**src/hdl/dorq_pkg.sv**
```systemverilog
// dorq_pkg: shared widths, codes and command type for the date-ordered request queue
// used by every module under hdl/; depends on nothing
`default_nettype none

package dorq_pkg;

  // default sizes of the slot array
  localparam int QUEUE_DEPTH_DEF = 16;
  localparam int TAG_BITS_DEF    = 16;

  // port field widths
  localparam int MODE_W  = 2;
  localparam int YEAR_W  = 14;
  localparam int MONTH_W = 4;
  localparam int DAY_W   = 5;
  localparam int TAG_W   = 16;
  localparam int FILL_W  = 5;
  localparam int KEY_W   = YEAR_W + MONTH_W + DAY_W;

  // depth of the command queue between front and back
  localparam int CMDQ_DEPTH = 2;

  // request mode codes on the input port
  localparam logic [MODE_W-1:0] MODE_INSERT = 2'd0;
  localparam logic [MODE_W-1:0] MODE_REMOVE = 2'd1;
  localparam logic [MODE_W-1:0] MODE_QUERY  = 2'd2;

  // internal operation after classification
  typedef enum logic [1:0] {
    OP_INSERT,
    OP_REMOVE,
    OP_QUERY
  } dorq_op_t;

  // date key: year, then month, then day, so a plain compare orders dates
  typedef logic [KEY_W-1:0] dorq_key_t;

  typedef struct packed {
    dorq_op_t  op;
    dorq_key_t key;
  } dorq_cmd_t;

endpackage

`default_nettype wire

```
**src/hdl/dorq_front.sv**
```systemverilog
// dorq_front: accepts request transfers, classifies the mode and forms the date key
// depends on dorq_pkg
`default_nettype none

module dorq_front #(
  parameter int TAG_BITS = dorq_pkg::TAG_BITS_DEF
) (
  input  wire                                in_valid,
  output logic                               in_ready,
  input  wire  [dorq_pkg::MODE_W-1:0]        in_mode,
  input  wire  [dorq_pkg::YEAR_W-1:0]        in_entry_year,
  input  wire  [dorq_pkg::MONTH_W-1:0]       in_entry_month,
  input  wire  [dorq_pkg::DAY_W-1:0]         in_entry_day,
  input  wire  [dorq_pkg::TAG_W-1:0]         in_entry_tag,
  output logic                               push_valid,
  input  wire                                push_ready,
  output dorq_pkg::dorq_cmd_t                push_cmd,
  output logic [TAG_BITS-1:0]                push_tag
);
  import dorq_pkg::*;

  logic [31:0] tag_wide;

  // handshake goes straight to the command queue
  assign push_valid = in_valid;
  assign in_ready   = push_ready;

  // mode decode, unused code acts as a query; sortable key beside it
  always_comb begin
    push_cmd.key = {in_entry_year, in_entry_month, in_entry_day};
    unique case (in_mode)
      MODE_INSERT: push_cmd.op = OP_INSERT;
      MODE_REMOVE: push_cmd.op = OP_REMOVE;
      MODE_QUERY:  push_cmd.op = OP_QUERY;
      default:     push_cmd.op = OP_QUERY;
    endcase
  end

  // tag trimmed to the stored width
  assign tag_wide     = 32'(in_entry_tag);
  assign push_tag     = tag_wide[TAG_BITS-1:0];

endmodule

`default_nettype wire

```
**src/hdl/dorq_cmdq.sv**
```systemverilog
// dorq_cmdq: small command queue that decouples the front from the slot array
// depends on dorq_pkg
`default_nettype none

module dorq_cmdq #(
  parameter int WIDTH = 8
) (
  input  wire              clk,
  input  wire              rst_n,
  input  wire              push_valid,
  output logic             push_ready,
  input  wire  [WIDTH-1:0] push_data,
  output logic             pop_valid,
  input  wire              pop_ready,
  output logic [WIDTH-1:0] pop_data
);
  import dorq_pkg::*;

  localparam int PTR_W = $clog2(CMDQ_DEPTH);
  localparam int LVL_W = $clog2(CMDQ_DEPTH + 1);

  logic [WIDTH-1:0] mem_r [CMDQ_DEPTH];
  logic [PTR_W-1:0] wr_ptr_r, wr_ptr_nxt;
  logic [PTR_W-1:0] rd_ptr_r, rd_ptr_nxt;
  logic [LVL_W-1:0] level_r, level_nxt;
  logic             push, pop;

  assign push_ready = level_r != LVL_W'(CMDQ_DEPTH);
  assign pop_valid  = level_r != '0;
  assign pop_data   = mem_r[rd_ptr_r];
  assign push       = push_valid && push_ready;
  assign pop        = pop_valid && pop_ready;

  // pointer and level update
  always_comb begin
    wr_ptr_nxt = push ? wr_ptr_r + PTR_W'(1) : wr_ptr_r;
    rd_ptr_nxt = pop ? rd_ptr_r + PTR_W'(1) : rd_ptr_r;
    level_nxt  = level_r;
    if (push && !pop) begin
      level_nxt = level_r + LVL_W'(1);
    end else if (pop && !push) begin
      level_nxt = level_r - LVL_W'(1);
    end
  end

  always_ff @(posedge clk) begin
    if (!rst_n) begin
      wr_ptr_r <= '0;
      rd_ptr_r <= '0;
      level_r  <= '0;
    end else begin
      wr_ptr_r <= wr_ptr_nxt;
      rd_ptr_r <= rd_ptr_nxt;
      level_r  <= level_nxt;
    end
  end

  // storage write
  always_ff @(posedge clk) begin
    if (push) begin
      mem_r[wr_ptr_r] <= push_data;
    end
  end

  // checks
  a_level_bound: assert property (@(posedge clk) disable iff (!rst_n)
    level_r <= LVL_W'(CMDQ_DEPTH))
    else $error("command queue level above depth");

  a_level_up: assert property (@(posedge clk) disable iff (!rst_n)
    (push && !pop) |=> level_r == $past(level_r) + LVL_W'(1))
    else $error("command queue level did not rise on push");

  a_level_down: assert property (@(posedge clk) disable iff (!rst_n)
    (pop && !push) |=> level_r == $past(level_r) - LVL_W'(1))
    else $error("command queue level did not fall on pop");

endmodule

`default_nettype wire

```
**src/hdl/dorq_back.sv**
```systemverilog
// dorq_back: shift-insert slot array that carries out queued commands and holds the result
// depends on dorq_pkg
`default_nettype none

module dorq_back #(
  parameter int QUEUE_DEPTH = dorq_pkg::QUEUE_DEPTH_DEF,
  parameter int TAG_BITS    = dorq_pkg::TAG_BITS_DEF
) (
  input  wire                           clk,
  input  wire                           rst_n,
  input  wire                           pop_valid,
  output logic                          pop_ready,
  input  wire dorq_pkg::dorq_cmd_t      pop_cmd,
  input  wire  [TAG_BITS-1:0]           pop_tag,
  output logic                          out_valid,
  input  wire                           out_ready,
  output logic                          out_head_valid,
  output logic [dorq_pkg::YEAR_W-1:0]   out_head_year,
  output logic [dorq_pkg::MONTH_W-1:0]  out_head_month,
  output logic [dorq_pkg::DAY_W-1:0]    out_head_day,
  output logic [dorq_pkg::TAG_W-1:0]    out_head_tag,
  output logic [dorq_pkg::FILL_W-1:0]   out_fill_count,
  output logic                          out_dropped
);
  import dorq_pkg::*;

  localparam int CW = $clog2(QUEUE_DEPTH + 1);

  logic [KEY_W-1:0]    slot_key_r   [QUEUE_DEPTH];
  logic [KEY_W-1:0]    slot_key_nxt [QUEUE_DEPTH];
  logic [TAG_BITS-1:0] slot_tag_r   [QUEUE_DEPTH];
  logic [TAG_BITS-1:0] slot_tag_nxt [QUEUE_DEPTH];
  logic [QUEUE_DEPTH-1:0] le;
  logic [CW-1:0]       count_r, count_nxt;
  logic                take, full, do_ins, do_rem, refuse;
  logic [31:0]         head_tag_wide;

  logic                out_valid_r;
  logic                head_valid_r;
  logic [YEAR_W-1:0]   head_year_r;
  logic [MONTH_W-1:0]  head_month_r;
  logic [DAY_W-1:0]    head_day_r;
  logic [TAG_W-1:0]    head_tag_r;
  logic [FILL_W-1:0]   fill_r;
  logic                dropped_r;

  // command pops whenever the result register is free or being drained
  assign pop_ready = !out_valid_r || out_ready;
  assign take      = pop_valid && pop_ready;
  assign full      = count_r == CW'(QUEUE_DEPTH);
  assign do_ins    = take && (pop_cmd.op == OP_INSERT) && !full;
  assign do_rem    = take && (pop_cmd.op == OP_REMOVE) && (count_r != '0);
  assign refuse    = take && (pop_cmd.op == OP_INSERT) && full;

  // per-slot compare and shift cells
  for (genvar i = 0; i < QUEUE_DEPTH; i++) begin : g_cell
    logic [KEY_W-1:0]    down_key, up_key;
    logic [TAG_BITS-1:0] down_tag, up_tag;
    logic                at_pos;

    // slot holds a live entry not later than the new one
    assign le[i] = (CW'(i) < count_r) && (slot_key_r[i] <= pop_cmd.key);

    // neighbor sources: from below on insert, from above on remove
    if (i == 0) begin : g_first
      assign at_pos   = !le[0];
      assign down_key = pop_cmd.key;
      assign down_tag = pop_tag;
    end else begin : g_rest
      assign at_pos   = !le[i] && le[i-1];
      assign down_key = slot_key_r[i-1];
      assign down_tag = slot_tag_r[i-1];
    end

    if (i < QUEUE_DEPTH - 1) begin : g_upper
      assign up_key = slot_key_r[i+1];
      assign up_tag = slot_tag_r[i+1];
    end else begin : g_last
      assign up_key = slot_key_r[i];
      assign up_tag = slot_tag_r[i];
    end

    always_comb begin
      slot_key_nxt[i] = slot_key_r[i];
      slot_tag_nxt[i] = slot_tag_r[i];
      if (do_ins && !le[i]) begin
        slot_key_nxt[i] = at_pos ? pop_cmd.key : down_key;
        slot_tag_nxt[i] = at_pos ? pop_tag : down_tag;
      end else if (do_rem) begin
        slot_key_nxt[i] = up_key;
        slot_tag_nxt[i] = up_tag;
      end
    end

    always_ff @(posedge clk) begin
      slot_key_r[i] <= slot_key_nxt[i];
      slot_tag_r[i] <= slot_tag_nxt[i];
    end
  end

  // entry count
  always_comb begin
    count_nxt = count_r;
    if (do_ins) begin
      count_nxt = count_r + CW'(1);
    end else if (do_rem) begin
      count_nxt = count_r - CW'(1);
    end
  end

  always_ff @(posedge clk) begin
    if (!rst_n) begin
      count_r     <= '0;
      out_valid_r <= 1'b0;
    end else begin
      count_r <= count_nxt;
      if (take) begin
        out_valid_r <= 1'b1;
      end else if (out_ready) begin
        out_valid_r <= 1'b0;
      end
    end
  end

  // result register loads the head after the operation
  assign head_tag_wide = 32'(slot_tag_nxt[0]);

  always_ff @(posedge clk) begin
    if (take) begin
      head_valid_r <= count_nxt != '0;
      if (count_nxt != '0) begin
        head_year_r  <= slot_key_nxt[0][KEY_W-1 -: YEAR_W];
        head_month_r <= slot_key_nxt[0][DAY_W +: MONTH_W];
        head_day_r   <= slot_key_nxt[0][DAY_W-1:0];
        head_tag_r   <= head_tag_wide[TAG_W-1:0];
      end else begin
        head_year_r  <= '0;
        head_month_r <= '0;
        head_day_r   <= '0;
        head_tag_r   <= '0;
      end
      fill_r    <= FILL_W'(count_nxt);
      dropped_r <= refuse;
    end
  end

  assign out_valid      = out_valid_r;
  assign out_head_valid = head_valid_r;
  assign out_head_year  = head_year_r;
  assign out_head_month = head_month_r;
  assign out_head_day   = head_day_r;
  assign out_head_tag   = head_tag_r;
  assign out_fill_count = fill_r;
  assign out_dropped    = dropped_r;

  // checks
  a_count_bound: assert property (@(posedge clk) disable iff (!rst_n)
    count_r <= CW'(QUEUE_DEPTH))
    else $error("entry count above queue depth");

  a_refused_keeps: assert property (@(posedge clk) disable iff (!rst_n)
    refuse |=> dropped_r && (count_r == $past(count_r)))
    else $error("refused insert changed the queue or was not flagged");

  a_remove_count: assert property (@(posedge clk) disable iff (!rst_n)
    do_rem |=> count_r == $past(count_r) - CW'(1))
    else $error("remove did not lower the count");

  a_head_flag: assert property (@(posedge clk) disable iff (!rst_n)
    take |=> head_valid_r == (count_r != '0))
    else $error("head valid disagrees with count");

  a_head_order: assert property (@(posedge clk) disable iff (!rst_n)
    (count_r >= CW'(2)) |-> (slot_key_r[0] <= slot_key_r[1]))
    else $error("head entry later than second entry");

endmodule

`default_nettype wire

```
**src/hdl/date_ordered_request_queue.sv**
```systemverilog
// date_ordered_request_queue: top level, front classifier, command queue and slot array
// depends on dorq_pkg, dorq_front, dorq_cmdq, dorq_back
//
//   channel | handshake              | payload
//   in      | in_valid / in_ready    | mode, entry date (year, month, day), entry tag
//   out     | out_valid / out_ready  | head valid, head date and tag, fill count, dropped
//
// one request transfer per cycle sustained while out_ready is high; a request goes through
// the command queue, then the result register; all slots compare and shift in parallel
// reset clears the count, the command queue and the result valid; slots are not cleared
// a stalled result register stops the array, the two-entry command queue then fills
// and in_ready drops until the result is taken
`default_nettype none

module date_ordered_request_queue #(
  parameter int QUEUE_DEPTH = dorq_pkg::QUEUE_DEPTH_DEF,
  parameter int TAG_BITS    = dorq_pkg::TAG_BITS_DEF
) (
  input  wire                           clk,
  input  wire                           rst_n,
  input  wire                           in_valid,
  output logic                          in_ready,
  input  wire  [dorq_pkg::MODE_W-1:0]   in_mode,
  input  wire  [dorq_pkg::YEAR_W-1:0]   in_entry_year,
  input  wire  [dorq_pkg::MONTH_W-1:0]  in_entry_month,
  input  wire  [dorq_pkg::DAY_W-1:0]    in_entry_day,
  input  wire  [dorq_pkg::TAG_W-1:0]    in_entry_tag,
  output logic                          out_valid,
  input  wire                           out_ready,
  output logic                          out_head_valid,
  output logic [dorq_pkg::YEAR_W-1:0]   out_head_year,
  output logic [dorq_pkg::MONTH_W-1:0]  out_head_month,
  output logic [dorq_pkg::DAY_W-1:0]    out_head_day,
  output logic [dorq_pkg::TAG_W-1:0]    out_head_tag,
  output logic [dorq_pkg::FILL_W-1:0]   out_fill_count,
  output logic                          out_dropped
);
  import dorq_pkg::*;

  localparam int QW = $bits(dorq_cmd_t) + TAG_BITS;

  dorq_cmd_t           push_cmd, pop_cmd;
  logic [TAG_BITS-1:0] push_tag, pop_tag;
  logic                push_valid, push_ready, pop_valid, pop_ready;
  logic [QW-1:0]       pop_data;

  // accept and classify
  dorq_front #(
    .TAG_BITS (TAG_BITS)
  ) u_front (
    .in_valid       (in_valid),
    .in_ready       (in_ready),
    .in_mode        (in_mode),
    .in_entry_year  (in_entry_year),
    .in_entry_month (in_entry_month),
    .in_entry_day   (in_entry_day),
    .in_entry_tag   (in_entry_tag),
    .push_valid     (push_valid),
    .push_ready     (push_ready),
    .push_cmd       (push_cmd),
    .push_tag       (push_tag)
  );

  // decoupling queue
  dorq_cmdq #(
    .WIDTH (QW)
  ) u_cmdq (
    .clk        (clk),
    .rst_n      (rst_n),
    .push_valid (push_valid),
    .push_ready (push_ready),
    .push_data  ({push_cmd, push_tag}),
    .pop_valid  (pop_valid),
    .pop_ready  (pop_ready),
    .pop_data   (pop_data)
  );

  assign pop_cmd = pop_data[QW-1 -: $bits(dorq_cmd_t)];
  assign pop_tag = pop_data[TAG_BITS-1:0];

  // sorted slot array and result register
  dorq_back #(
    .QUEUE_DEPTH (QUEUE_DEPTH),
    .TAG_BITS    (TAG_BITS)
  ) u_back (
    .clk            (clk),
    .rst_n          (rst_n),
    .pop_valid      (pop_valid),
    .pop_ready      (pop_ready),
    .pop_cmd        (pop_cmd),
    .pop_tag        (pop_tag),
    .out_valid      (out_valid),
    .out_ready      (out_ready),
    .out_head_valid (out_head_valid),
    .out_head_year  (out_head_year),
    .out_head_month (out_head_month),
    .out_head_day   (out_head_day),
    .out_head_tag   (out_head_tag),
    .out_fill_count (out_fill_count),
    .out_dropped    (out_dropped)
  );

endmodule

`default_nettype wire

```
**config.mk**
```make
export PLATFORM = sky130hd
export DESIGN_NAME = date_ordered_request_queue
export DESIGN_NICKNAME = d
export VERILOG_FILES = /design/src/hdl/dorq_pkg.sv /design/src/hdl/dorq_front.sv /design/src/hdl/dorq_cmdq.sv /design/src/hdl/dorq_back.sv /design/src/hdl/date_ordered_request_queue.sv
export SDC_FILE = /design/constraint.sdc
export NUM_CORES = 2
export LEC_CHECK = 0
export BUFFER_PORTS_ARGS = -buffer_cell sky130_fd_sc_hd__buf_2
export CAP_MARGIN = 30
export CORE_UTILIZATION = 64
export DETAILED_ROUTE_END_ITERATION = 6
export PLACE_DENSITY = 0.87
export RECOVER_POWER = 50
export SKIP_CTS_REPAIR_TIMING = 1
export SYNTH_ARGS = -nofsm -noshare
export SYNTH_HDL_FRONTEND = slang
export SYNTH_SLANG_ARGS = --single-unit
```
**constraint.sdc**
```tcl
create_clock -name clk -period 6.4 [get_ports clk]
set_input_delay 1.28 -clock clk [delete_from_list [all_inputs] [get_ports clk]]
set_output_delay 1.28 -clock clk [all_outputs]
set_load 0.03 [all_outputs]
```
==> summary.md <==
| Metric | Value |
|---|---|
| Status | `finished, violations left` |
| Failing checks | `max-capacitance violations, max-slew violations` |
| Final Hold Viols | `0` |
| All-layer global routing usage | `33.12%` |
| Cell Rows | `96` |
| Seq cells post-synth | `~760` |
| Final Max Slew Viols | `about 290` |
| Core area | `68710 µm²` |
| DIE AREA | `70620 µm²` |
| Critical-path top delay cell | `clkbuf_1` |
| Final non-filler cell total | `5322` |
| Leak Pwr | `0.01870 µW` |
| Crit path required time | `approximately 6.6 ns` |
| Delay of the slowest critical-path stage | `1.49 ns` |
| Worst skew pair latency | `between 0.6 and 0.7 ns` |
| ANT cells | `0` |
| Post-placement cell count | `between 5000 and 6000` |
| WP data arrival | `6.19 ns` |
| CP endpoint kind | `flop` |
| Routability Congestion | `0.9594` |
| Share of layout cells above drive strength 1 | `under 10%` |
| Crit Path Class | `flop to flop` |
| Bufs and invs on worst path | `3` |
| Detailed placer's ending HPWL | `83.94 mm` |
| Final setup vio count | `0` |
| Initial antenna violation count | `0` |
| Synth Net Count | `4732` |
| Avg WL per Cell | `about 22 µm` |
| EDFF count, synth | `713` |
| Final setup TNS | `0 ns` |
| Power share of the sequential group | `roughly two fifths` |
| Cell Area, Synth | `~45000 µm²` |
| Layout area overhead | `9.168%` |
| Mapped Avg Cell Area | `around 10 µm²` |
| # port buffers | `92` |
| Crit-path leading delay family | `buffers and inverters` |
| Tmin final | `5.967 ns` |
| Antenna Nets Post-Route | `0` |
| DR vias | `between 30000 and 40000` |
| Power density cells | `445.6 nW/µm²` |
| Io pins | `just over 90` |
| Setup slack after layout | `around 0.43 ns` |
| Distinct cells, synth | `77` |
| Worst-margin pin slew | `between 2 and 3 ns` |
| Die width | `between 200 and 300 µm` |
| Register area share after synthesis | `50.34%` |
| Relative slew slack | `-88.58%` |
| Sw Ratio | `39.28%` |
| Synth Instances | `roughly 4300` |
| WL final | `118.4 mm` |
| Int Pwr | `13150 µW` |
| Comb pwr share | `38.5%` |
| Fin util | `between 70 and 80%` |
| Fin crit share | `93.23%` |
| Clock share of power | `22.9%` |
| Top_reg_cell synth | `edfxtp_1` |
| Vias in the first global route | `about 33000` |
| Async set-reset flop share out of synthesis | `0%` |
| Post-route DRC violation count | `0` |
| Final #Nets | `4743` |
| Max Cap Violations | `7` |
| Design area | `48600 µm²` |
| Cell chain of the critical path | `mux2_1, inv_1, buf_4, ha_1, nand4_1, or2_2, a21oi_1, o31ai_1, a32oi_4, nand2_2, nand2_1, clkbuf_1` |
| Drt via density | `between 6 and 7` |
| RSZ-0062 raised after global routing | `false` |
| DRT iter0 DRCs | `roughly 5000` |
| Placed instance area | `46020 µm²` |
| Clk slew on worst S/H paths | `0.06 ns` |
| Worst Path Max Fanout | `39` |
| Psw | `8506 µW` |
| Maximum clock path buffer count | `3` |
| # clock sinks | `763` |
| Initial Util | `64.80%` |
| Min-delay worst type | `flop to flop` |
| Total grt overflow | `0` |
| Clock Skews | `0.03019 ns` |
| First-pass GRT wire length | `roughly 180 mm` |
| CTS tree | `yes` |
| Die Height | `between 200 and 300 µm` |
| CTS root buffer | `clkbuf_16` |
| H-tree depth | `3` |
| Worst vdd ir | `0.0002854 V` |
| Yosys warnings | `0` |
| Total CTS buffers | `between 80 and 90` |
| Place WS | `0.9623 ns` |
| 1st-pass router iterations | `7` |
| Startpoint Class | `flop` |
| Upper clock frequency limit | `0.1676 GHz` |
| Largest net degree at the start of global routing | `just under 80` |
cell usage in the layout (no fill, tap or decap), types with 6 or more instances in the layout:
cell type  count
a211oi_1      20
a21o_1        46
a21oi_1      156
a221oi_1       9
a32oi_1       38
and2_0        27
and2_1        23
and4_1        11
buf_2         30
buf_4         80
bufinv_16     12
clkbuf_1      93
clkbuf_16     83
clkbuf_2      12
clkinv_1      21
clkinv_2      10
dfxtp_1       49
edfxtp_1     713
ha_1         372
inv_1         46
mux2_2       113
mux2i_1      242
nand2_1      752
nand2b_1       8
nand3_1       82
nand3b_1       6
nand4_1       63
nor2_1       202
nor2b_1       24
nor3_1        22
o211ai_1       9
o21a_1         8
o21ai_0      784
o21ai_1       54
o22ai_1        6
o2bb2ai_1     38
o31ai_1        6
or2_2         10
Yosys cell counts, drive strengths merged, types with 39 or more instances:
master	number	area share, %
a21o	46	0.78
a21oi	160	1.8
a32oi	39	0.77
and2	50	0.70
buf	103	1.2
clkbuf	168	1.4
dfxtp	50	2.2
edfxtp	713	48
ha	372	10
inv	47	0.40
mux2	117	3.0
mux2i	242	5.4
nand2	753	6.3
nand3	86	0.98
nand4	63	0.89
nor2	208	1.8
o21ai	840	9.5
stage by stage:
step / hold WS, ns / power [µW]
3_3_place_gp: 0.4999 / 15960
3_5_place_dp: 0.5048 / 16420
6_report: 0.5105 / 21660
2_1_floorplan: 0.4794 / 13800
4_1_cts: 0.5128 / 21480
5_1_grt: 0.5427 / 22790
tightest hold or removal path, delay by kind of cell, from the launching register on:
| family | cells | cell delay [ns] |
|---|---|---|
| DFF | 1 | 0.32 |
| AOI/OAI and AO/OA | 1 | 0.06 |
| and+or+nand+nor | 1 | 0.04 |
routing by layer:
metal,vias up,global-route usage (%),share of wire [%]
li1,16010,-,-
met1,16500,46.95,40
met2,2343,50.94,44
met3,282,5.176,11
met4,0,13.84,3.8
met5,-,0,0
final cells by class:
class	instances	area [µm²]
Inverter	57	214.0
Timing Repair Buffer	198	1136
Clock inverter	43	564.3
Tap cell	931	1165
Clock buffer	106	2203
Fill cell	4760	20110
Multi-Input combinational cell	3224	20910
Sequential cell	763	22410
cells by family after synthesis:
| family | Yosys count | share of synthesized area, % |
|---|---|---|
| and+or+nand+nor | 1271 | 12.35 |
| AOI/OAI and AO/OA | 1216 | 15.23 |
| DFF | 763 | 50.34 |
| buffers and inverters | 328 | 3.108 |
| adders and majority gates | 372 | 10.46 |
| muxes | 359 | 8.401 |
| xor gates and xnor gates | 6 | 0.1180 |
path summary, 6_finish.rpt:
path	start	end	slack, ns	cells after the start
setup / recovery	flop	u_back.slot_tag_r[2][28]	0.43	12
hold / removal	u_back.slot_tag_r[7][29]	u_back.slot_tag_r[7][13]	0.51	2
setup reg to reg	flop	u_back.slot_tag_r[2][28]	0.43	12
hold reg to reg	u_back.slot_tag_r[7][29]	u_back.slot_tag_r[7][13]	0.51	2
flip-flops by register name, summed over array words and instances, names as in the netlist, 2 cells and up, named ones only:
name / cells
u_back.count_r: 5
u_back.out_head_tag: 16
u_back.out_head_month: 4
u_back.slot_tag_r: 256
u_back.out_head_year: 14
u_back.out_head_day: 5
u_back.out_fill_count: 5
u_back.slot_key_r: 368
u_cmdq.level_r: 2
u_cmdq.mem_r: 82
power groups by stage:
stage | combinational (µW) | clock (µW) | sequential [µW]
2_1_floorplan | 5460 | 0 | 8340
3_3_place_gp | 7660 | 0 | 8310
3_5_place_dp | 8090 | 0 | 8330
4_1_cts | 8220 | 4990 | 8260
5_1_grt | 9150 | 5180 | 8460
6_report | 8330 | 4960 | 8360
No activity file was read; power rests on OpenSTA's default activity.
